### src/mts_pkg.sv
// mts_pkg: shared types and constants of the max tracking stack
// command and status codes, controller states and controller to datapath structs
// no dependencies
package mts_pkg;

	localparam int DEF_STACK_DEPTH = 256;
	localparam int DEF_VALUE_WIDTH = 32;

	localparam int KIND_W   = 3;
	localparam int DATA_W   = 32;
	localparam int STATUS_W = 2;
	localparam int COUNT_W  = 9;

	localparam logic [KIND_W-1:0] KIND_PUSH     = 3'd0;
	localparam logic [KIND_W-1:0] KIND_POP      = 3'd1;
	localparam logic [KIND_W-1:0] KIND_TOP      = 3'd2;
	localparam logic [KIND_W-1:0] KIND_PEEK_MAX = 3'd3;
	localparam logic [KIND_W-1:0] KIND_POP_MAX  = 3'd4;

	localparam logic [STATUS_W-1:0] STAT_OK    = 2'd0;
	localparam logic [STATUS_W-1:0] STAT_EMPTY = 2'd1;
	localparam logic [STATUS_W-1:0] STAT_FULL  = 2'd2;

	typedef enum logic [2:0] {
		S_IDLE,
		S_EXEC,
		S_SEARCH,
		S_SHIFT,
		S_WAIT
	} fsm_state_t;

	typedef enum logic [3:0] {
		OP_NONE,
		OP_ACCEPT,
		OP_EXEC,
		OP_SEARCH_START,
		OP_STEP_DOWN,
		OP_SHIFT_START,
		OP_SHIFT,
		OP_POP_DONE,
		OP_LOAD_PEND
	} dp_op_t;

	typedef struct packed {
		dp_op_t op;
		logic   finish;
	} ctl_cmd_t;

	typedef struct packed {
		logic exec_popmax;
		logic found;
		logic at_top;
		logic shift_last;
		logic out_free;
	} dp_status_t;

endpackage

### src/mts_ctrl.sv
// mts_ctrl: sequencing state machine of the max tracking stack
// depends on mts_pkg; drives mts_datapath through ctl_cmd_t
module mts_ctrl import mts_pkg::*; (
	input  logic       clk,
	input  logic       arst_n,
	input  logic       in_valid,
	output logic       in_ready,
	input  dp_status_t st,
	output ctl_cmd_t   cmd
);

	fsm_state_t state_q;
	fsm_state_t state_d;

	always_ff @(posedge clk or negedge arst_n) begin
		if (!arst_n) begin
			state_q <= S_IDLE;
		end else begin
			state_q <= state_d;
		end
	end

	// next state
	always_comb begin
		state_d = state_q;
		unique case (state_q)
			S_IDLE: begin
				if (in_valid) state_d = S_EXEC;
			end
			S_EXEC: begin
				if (st.exec_popmax) state_d = S_SEARCH;
				else state_d = st.out_free ? S_IDLE : S_WAIT;
			end
			S_SEARCH: begin
				if (st.found) begin
					if (st.at_top) state_d = st.out_free ? S_IDLE : S_WAIT;
					else state_d = S_SHIFT;
				end
			end
			S_SHIFT: begin
				if (st.shift_last) state_d = st.out_free ? S_IDLE : S_WAIT;
			end
			S_WAIT: begin
				if (st.out_free) state_d = S_IDLE;
			end
			default: state_d = S_IDLE;
		endcase
	end

	// outputs
	always_comb begin
		in_ready   = 1'b0;
		cmd.op     = OP_NONE;
		cmd.finish = 1'b0;
		unique case (state_q)
			S_IDLE: begin
				in_ready = 1'b1;
				if (in_valid) cmd.op = OP_ACCEPT;
			end
			S_EXEC: begin
				if (st.exec_popmax) begin
					cmd.op = OP_SEARCH_START;
				end else begin
					cmd.op     = OP_EXEC;
					cmd.finish = 1'b1;
				end
			end
			S_SEARCH: begin
				if (st.found) begin
					if (st.at_top) begin
						cmd.op     = OP_POP_DONE;
						cmd.finish = 1'b1;
					end else begin
						cmd.op = OP_SHIFT_START;
					end
				end else begin
					cmd.op = OP_STEP_DOWN;
				end
			end
			S_SHIFT: begin
				cmd.op     = OP_SHIFT;
				cmd.finish = st.shift_last;
			end
			S_WAIT: begin
				if (st.out_free) cmd.op = OP_LOAD_PEND;
			end
			default: cmd.op = OP_NONE;
		endcase
	end

endmodule

### config.mk
export PLATFORM = sky130hd
export DESIGN_NAME = mts_ctrl
export DESIGN_NICKNAME = d
export VERILOG_FILES = /design/src/mts_pkg.sv /design/src/mts_ctrl.sv
export SDC_FILE = /design/constraint.sdc
export NUM_CORES = 1
export LEC_CHECK = 0
export BUFFER_PORTS_ARGS = -buffer_cell sky130_fd_sc_hd__buf_2
export CORE_AREA = 2 2 39 41
export CTS_BUF_LIST = sky130_fd_sc_hd__clkbuf_16
export DETAILED_ROUTE_END_ITERATION = 10
export DIE_AREA = 0 0 41 43
export RECOVER_POWER = 50
export SYNTH_ARGS = -nofsm -noshare
export SYNTH_HDL_FRONTEND = slang
export SYNTH_SLANG_ARGS = --single-unit
### constraint.sdc
create_clock -name clk -period 1.2 [get_ports clk]
set_clock_uncertainty 0.15 [all_clocks]
set_input_delay 0.24 -clock clk [delete_from_list [all_inputs] [get_ports clk]]
set_output_delay 0.24 -clock clk [all_outputs]
set_load 0.1 [all_outputs]
==> flow_summary.yaml, run 1 <==
status:
  status: "finished with violations"
  violations: "setup timing"
global_route:
  antenna_found_initial: 0
  track_usage: 0.126
  grt_max_degree: 7
  gr-total-overflow: 0
  grt_pass1_wl_um: 1440
  first_global_vias: 341
worst_setup_path:
  critPathLaunchType: "flip-flop"
  endpoint_kind: "primary output"
  r2r_slack_ns: -0.24
  required_ns: 0.81
  worst_ep_arrival_time_ns: 1.35
  path_class: "flip-flop to primary output"
  crit_fanout: 6
  ff2ff_path_depth: 4
timing:
  tightest_slew_ns: 0.335
  setup_viol_count_final: 9
  post-route-period-util: 1.45
  hold_viol: 0
  rsz0062_at_grt: "yes"
  fin_crit_ns: 1.74
  maxSlewHeadroom: 0.775
  fmax_ghz: 0.575
  setup_ws_ns: -0.539
  slew_viol_final: 0
hold_path:
  hold_class: "input port to flip-flop"
  hold_depth: 2
place:
  post-dp-hpwl_um: 585
  portBuffers: 13
  post_dp_cell_area_um2: 533
  place_congestion: 0.820
cells_and_area:
  fin_nets: 63
  drive_above_1_share: 0.741
  final_area_um2: 668
  largest_reg_flops: 3
  top_regs: "state_q: 3 flops"
  regMostFlops: "state_q"
  antenna_cells: 0
  area_delta_synth_final_pct: 168
route:
  wl_um: 758
  first_pass_iters: 3
  vias: 309
  drt_iter0_drc: 2
  drc_errors: 0
  wl_per_cell_um: 10.8
  drtAntennaViolNets: 0
  via_per_inst: 4.41
floorplan:
  pin_count: 14
  die_height_um: 43
  die-area_um2: 1760
  rows: 14
  die_width_um: 41
  coreArea_um2: 1380
  start_util: 0.180
clock_network:
  cts_buffer_depth: 2
  cts_tree: "built"
  worstSkewPairLatency_ns: 0.22
  cts_root_buf: "clkbuf_16"
  clkSinkCount: 3
  numCtsBuffers: 3
  clk_pin_slew_worst_paths_ns: 0.03
  htree_num_levels: 1
synth:
  yosysWarnings: 0
  ys_types: 19
  avgSynthCellArea_um2: 8.59
  ys_seq_area_frac: 0.302
  syn_nets: 37
  syn-cell-area_um2: 249
  syn_inst: 29
  synth-seq-cells: 3
run:
  maxCapViolations: 0
==> synthesized netlist by cell type (all sizes together) <==
cell | n | area share
and3 | 1 | 0.025
nor2 | 3 | 0.045
nor2b | 2 | 0.050
inv | 2 | 0.030
nor3 | 1 | 0.020
buf | 2 | 0.050
or2b | 1 | 0.030
nand4b | 1 | 0.035
a21oi | 2 | 0.040
nand2 | 1 | 0.015
a211oi | 3 | 0.090
dfrtp | 3 | 0.30
clkbuf | 1 | 0.015
a31oi | 1 | 0.025
nand2b | 1 | 0.055
a311oi | 3 | 0.13
nand3 | 1 | 0.040
==> layout make-up <==
type                            instances  area, um^2
Fill cell                             125         716
Timing Repair Buffer                   24         246
Multi-Input combinational cell         21         239
Sequential cell                         3        76.3
Clock buffer                            3        75.1
Tap cell                               16        20.0
Inverter                                2        7.51
Clock inverter                          1        3.75
==> cell usage in the layout (no fill, tap or decap), drive strengths merged <==
master / instances
buf: 22
clkbuf: 4
inv: 3
a211oi: 3
a311oi: 3
dfrtp: 3
nor2: 3
nor2b: 2
a21oi: 2
or2b: 1
nand2b: 1
nand3: 1
nand4b: 1
nor3: 1
and3: 1
a31oi: 1
nand2: 1
dlygate4sd3: 1
==> stage by stage <==
step / setup TNS, ns / utilization / hold slack [ns] / worst slack, ns / std cells
5_1_grt: -3.87 / 0.483 / 0.0665 / -0.598 / 70
2_1_floorplan: -2.94 / - / -0.206 / -0.734 / 29
6_report: -3.36 / 0.483 / 0.0488 / -0.539 / 70
3_3_place_gp: -2.07 / 0.385 / -0.112 / -0.342 / 64
3_5_place_dp: -2.34 / 0.385 / -0.106 / -0.352 / 64
4_1_cts: -3.45 / 0.476 / 0.0486 / -0.545 / 70
==> routing by layer <==
metal | GRT usage | vias to the layer above | wire (um)
met4 | 0.133 | 0 | 19
met2 | 0.184 | 8 | 415
li1 | - | 156 | -
met3 | 0.0209 | 2 | 29
met1 | 0.136 | 143 | 293
met5 | 0 | - | 0
==> worst paths after layout <==
kind                                         from                     end
setup / recovery           state_q[1]$_DFFE_PN0P_                  cmd[0]
hold / removal                              st[0]  state_q[2]$_DFFE_PN0P_
setup reg to reg           state_q[1]$_DFFE_PN0P_  state_q[2]$_DFFE_PN0P_
hold reg to reg            state_q[2]$_DFFE_PN0P_  state_q[0]$_DFFE_PN0P_
max in group asynchronous                  arst_n  state_q[1]$_DFFE_PN0P_
min in group asynchronous                  arst_n  state_q[2]$_DFFE_PN0P_
==> cell families after synthesis <==
family                 share of synthesized area
AO/OA/AOI/OAI                              0.286
flip-flops                                 0.301
AND/OR/NAND/NOR                            0.317
buffers and inverters                     0.0955
==> timing repair <==
action / 4_1_cts / 5_1_grt
setup endpoints to repair: 9 / 9
pin swaps: 4 / 2
buffers inserted: 1 / 0
hold buffers: 1 / 0
resized for setup: 8 / 2
endpoints found under the hold margin: 3 / 0
cloned: 0 / 0
==> worst max-delay path, cell delays in order, from the launching register on <==
cell,delay [ns]
dfrtp_2,0.45
or2b_1,0.20
nand3_2,0.10
a21oi_4,0.18
buf_12,0.18
Power of run 1 is not shown: default switching activity piles up to over one toggle a cycle in this logic, so the estimate is an artifact.
==> run 2: changes to the inputs <==
==> constraint.sdc (replaced) <==
create_clock -name clk -period 1.2 [get_ports clk]
set_clock_uncertainty 0.15 [all_clocks]
set_input_delay 0.12 -clock clk [delete_from_list [all_inputs] [get_ports clk]]
set_output_delay 0.12 -clock clk [all_outputs]
set_load 0.1 [all_outputs]
==> flow_summary.yaml, run 2 (synthesis results as in run 1) <==
hold_path:
  hold_class: "input port to asynchronous set/reset pin"
place:
  post_dp_cell_area_um2: 518
  post-dp-hpwl_um: 570
  portBuffers: 13
  place_ws_ns: -0.239
  place_congestion: 0.845
global_route:
  track_usage: 0.118
  grt_max_degree: 9
  antenna_found_initial: 0
  grt_pass1_wl_um: 1360
  gr-total-overflow: 0
  first_global_vias: 318
worst_setup_path:
  required_ns: 0.93
  rr_startpoint: "state_q[1]$_DFFE_PN0P_"
  path_class: "flip-flop to primary output"
  crit_chain: "or2b_1 > nand3_2 > a21oi_4 > buf_12"
  endpoint_kind: "primary output"
  cp_top_family: "flip-flops"
  startpoint: "state_q[1]$_DFFE_PN0P_"
  worst_ep_arrival_time_ns: 1.35
  crit_fanout: 8
  critPathBufInv: 1
  slowest_delay_ns: 0.45
  crit_slowest_cell: "dfrtp_2"
  critPathLaunchType: "flip-flop"
timing:
  tightest_slew_ns: 0.384
  fin_crit_ns: 1.62
  setup_viol_count_final: 9
  hold_viol: 0
  fmax_ghz: 0.616
  maxSlewHeadroom: 0.742
  slew_viol_final: 0
  post-route-period-util: 1.35
  rsz0062_at_grt: "yes"
  setup_ws_ns: -0.425
  setup-tns-final_ns: -2.52
route:
  drt_iter0_drc: 5
  vias: 324
  drc_errors: 0
  via_per_inst: 4.56
  wl_um: 857
  wl_per_cell_um: 12.1
  drtAntennaViolNets: 0
  first_pass_iters: 4
clock_network:
  clkSinkCount: 3
  worstSkewPairLatency_ns: 0.22
  cts_buffer_depth: 2
  cts_tree: "built"
  numCtsBuffers: 3
  cts_root_buf: "clkbuf_16"
  htree_num_levels: 1
  clk_pin_slew_worst_paths_ns: 0.03
floorplan:
  die_height_um: 43
  coreArea_um2: 1380
  die-area_um2: 1760
  start_util: 0.180
  die_width_um: 41
  rows: 14
  pin_count: 14
cells_and_area:
  largest_reg_flops: 3
  final_common_cell: "buf_4"
  regMostFlops: "state_q"
  fin_nets: 64
  final_cell_mix: "9 x buf_4, 6 x buf_2, 6 x buf_12"
  top_regs: "state_q: 3 flops"
  drive_above_1_share: 0.764
  antenna_cells: 0
  area_delta_synth_final_pct: 174
  final_area_um2: 682
status:
  status: "finished with violations"
  violations: "setup timing"
run:
  maxCapViolations: 0
[run 2: metal layers]
metal,up-vias,wire (um),track usage
met5,-,0,0
met4,0,0,0.100
met3,0,22,0.0157
met2,6,492,0.169
met1,162,343,0.146
li1,156,-,-
[run 2: stage by stage]
stage          utilization  hold slack, ns  instances
2_1_floorplan            -          -0.326         29
3_3_place_gp         0.374          -0.234         62
3_5_place_dp         0.374          -0.231         62
4_1_cts              0.476          0.0724         70
5_1_grt              0.493           0.116         71
6_report             0.493          0.0902         71
[run 2: path summary, 6_finish.rpt]
kind	endpoint	slack, ns	depth (start not counted)
max in group asynchronous	state_q[1]$_DFFE_PN0P_	0.64	2
setup reg to reg	state_q[1]$_DFFE_PN0P_	-0.21	3
hold / removal	state_q[0]$_DFFE_PN0P_	0.09	2
min in group clk	state_q[1]$_DFFE_PN0P_	0.11	3
hold reg to reg	state_q[0]$_DFFE_PN0P_	0.52	2
setup / recovery	cmd[0]	-0.42	4
[run 2: layout make-up]
type / instances / area (um^2)
clock buffer: 3 / 75.1
clock inverter: 1 / 3.75
fill: 131 / 702
inverter: 2 / 7.51
multi-input combinational: 21 / 245
sequential: 3 / 77.6
tap: 16 / 20.0
timing repair buffer: 25 / 253
[run 2: timing repair]
action / in CTS / in global routing
endpoints found under the setup margin: 9 / 9
gates resized for setup: 7 / 3
hold endpoints to repair: 4 / 0
pin swaps: 0 / 5
hold buffers: 2 / 0
cloned: 0 / 0
buffers inserted: 2 / 2
Power of run 2 is left out for the same reason.
==> run 3: changes to the inputs <==
Settings changed: CORE_AREA 2 2 39 41 to 4 4 41 43, DIE_AREA 0 0 41 43 to 0 0 45 47, HOLD_SLACK_MARGIN from default to 0.02.
==> flow_summary.yaml, run 3 (synthesis results as in run 1) <==
floorplan:
  die-area_um2: 2120
  coreArea_um2: 1300
  die_width_um: 45
  die_height_um: 47
  rows: 13
  start_util: 0.191
  pin_count: 14
cells_and_area:
  antenna_cells: 0
  final_cell_mix: "11 x buf_4, 6 x buf_2, 6 x buf_12"
  regMostFlops: "state_q"
  final_common_cell: "buf_4"
  fin_nets: 70
  top_regs: "state_q: 3 flops"
  area_delta_synth_final_pct: 201
  drive_above_1_share: 0.787
  largest_reg_flops: 3
  final_area_um2: 749
hold_path:
  hold_class: "input port to flip-flop"
global_route:
  antenna_found_initial: 0
  grt_pass1_wl_um: 1610
  track_usage: 0.120
  grt_busiest_layer: "met4"
  gr-total-overflow: 0
  met2_usage: 0.169
  grtUsageMet1: 0.117
  gr-usage-met3: 0.0345
  first_global_vias: 381
  grt_max_degree: 9
timing:
  hold_viol: 0
  maxSlewHeadroom: 0.752
  rsz0062_at_grt: "yes"
  tightest_slew_ns: 0.372
  setup-tns-final_ns: -2.78
  setup_ws_ns: -0.435
  post-route-period-util: 1.36
  fin_crit_ns: 1.63
  holdWs_ns: 0.0910
  slew_viol_final: 0
  fmax_ghz: 0.612
  setup_viol_count_final: 9
worst_setup_path:
  endpoint_kind: "primary output"
  startpoint: "state_q[1]$_DFFE_PN0P_"
  setup.worst_path.end: "cmd[0]"
  reg2reg_to: "state_q[2]$_DFFE_PN0P_"
  critPathLaunchType: "flip-flop"
  r2r_slack_ns: -0.24
  ff2ff_path_depth: 4
  worst_ep_arrival_time_ns: 1.36
  path_class: "flip-flop to primary output"
  rr_startpoint: "state_q[1]$_DFFE_PN0P_"
  crit_fanout: 7
  required_ns: 0.93
place:
  place_ws_ns: -0.201
  place_congestion: 0.796
  post_dp_cell_area_um2: 554
  portBuffers: 13
  post-dp-hpwl_um: 606
route:
  drtAntennaViolNets: 0
  wl_per_cell_um: 13.2
  first_pass_iters: 3
  drc_errors: 0
  via_per_inst: 4.76
  vias: 362
  wl_um: 1000
  drt_iter0_drc: 1
clock_network:
  htree_num_levels: 1
  numCtsBuffers: 3
  cts_tree: "built"
  worstSkewPairLatency_ns: 0.23
  cts_root_buf: "clkbuf_16"
  clkSinkCount: 3
  cts_buffer_depth: 2
  clk_pin_slew_worst_paths_ns: 0.03
status:
  status: "finished with violations"
  violations: "setup timing"
run:
  maxCapViolations: 0
-- run 3: cell type report --
| cell class | count | area [um^2] |
|---|---|---|
| inverters | 2 | 7.51 |
| flip-flops and latches | 3 | 76.3 |
| well taps | 15 | 18.8 |
| repair buffers | 31 | 313 |
| clock inverters | 1 | 3.75 |
| clock buffers | 3 | 75.1 |
| multi-input cells | 21 | 255 |
| fillers | 114 | 552 |
-- run 3: through the flow --
step	instances	utilization
after floorplan	29	-
after global placement	66	0.426
after detailed placement	66	0.426
after CTS	75	0.563
after global routing	76	0.576
final	76	0.576
-- run 3: worst min path at each step --
stage,start,to,slack [ns],cells after the start
after floorplan,arst_n,state_q[0]$_DFFE_PN0P_,-0.33,0
after global placement,arst_n,state_q[2]$_DFFE_PN0P_,-0.23,1
after detailed placement,arst_n,state_q[2]$_DFFE_PN0P_,-0.23,1
after CTS,st[4],state_q[1]$_DFFE_PN0P_,0.08,3
after global routing,st[4],state_q[1]$_DFFE_PN0P_,0.10,3
final,st[4],state_q[1]$_DFFE_PN0P_,0.09,3
-- run 3: worst max-delay path, cell delays in order, from the launching register on --
cell and delay, ns:
dfrtp_2 0.45, or2b_1 0.22, nand3_2 0.12, a21oi_4 0.16
buf_12 0.19
-- run 3: layer usage --
layer | vias up | share of wire
met4 | 0 | 0.10
met5 | - | 0
met3 | 9 | 0.064
li1 | 168 | -
met2 | 19 | 0.45
met1 | 166 | 0.38
-- run 3: repair_timing --
item                                    4_1_cts  5_1_grt
hold endpoints to repair                      4        0
gates cloned                                  0        0
hold buffers                                  2        0
gates resized for setup                      12        2
buffers inserted                              4        1
pin swaps                                     4        2
endpoints found under the setup margin        9        9
Power of run 3 is left out for the same reason.
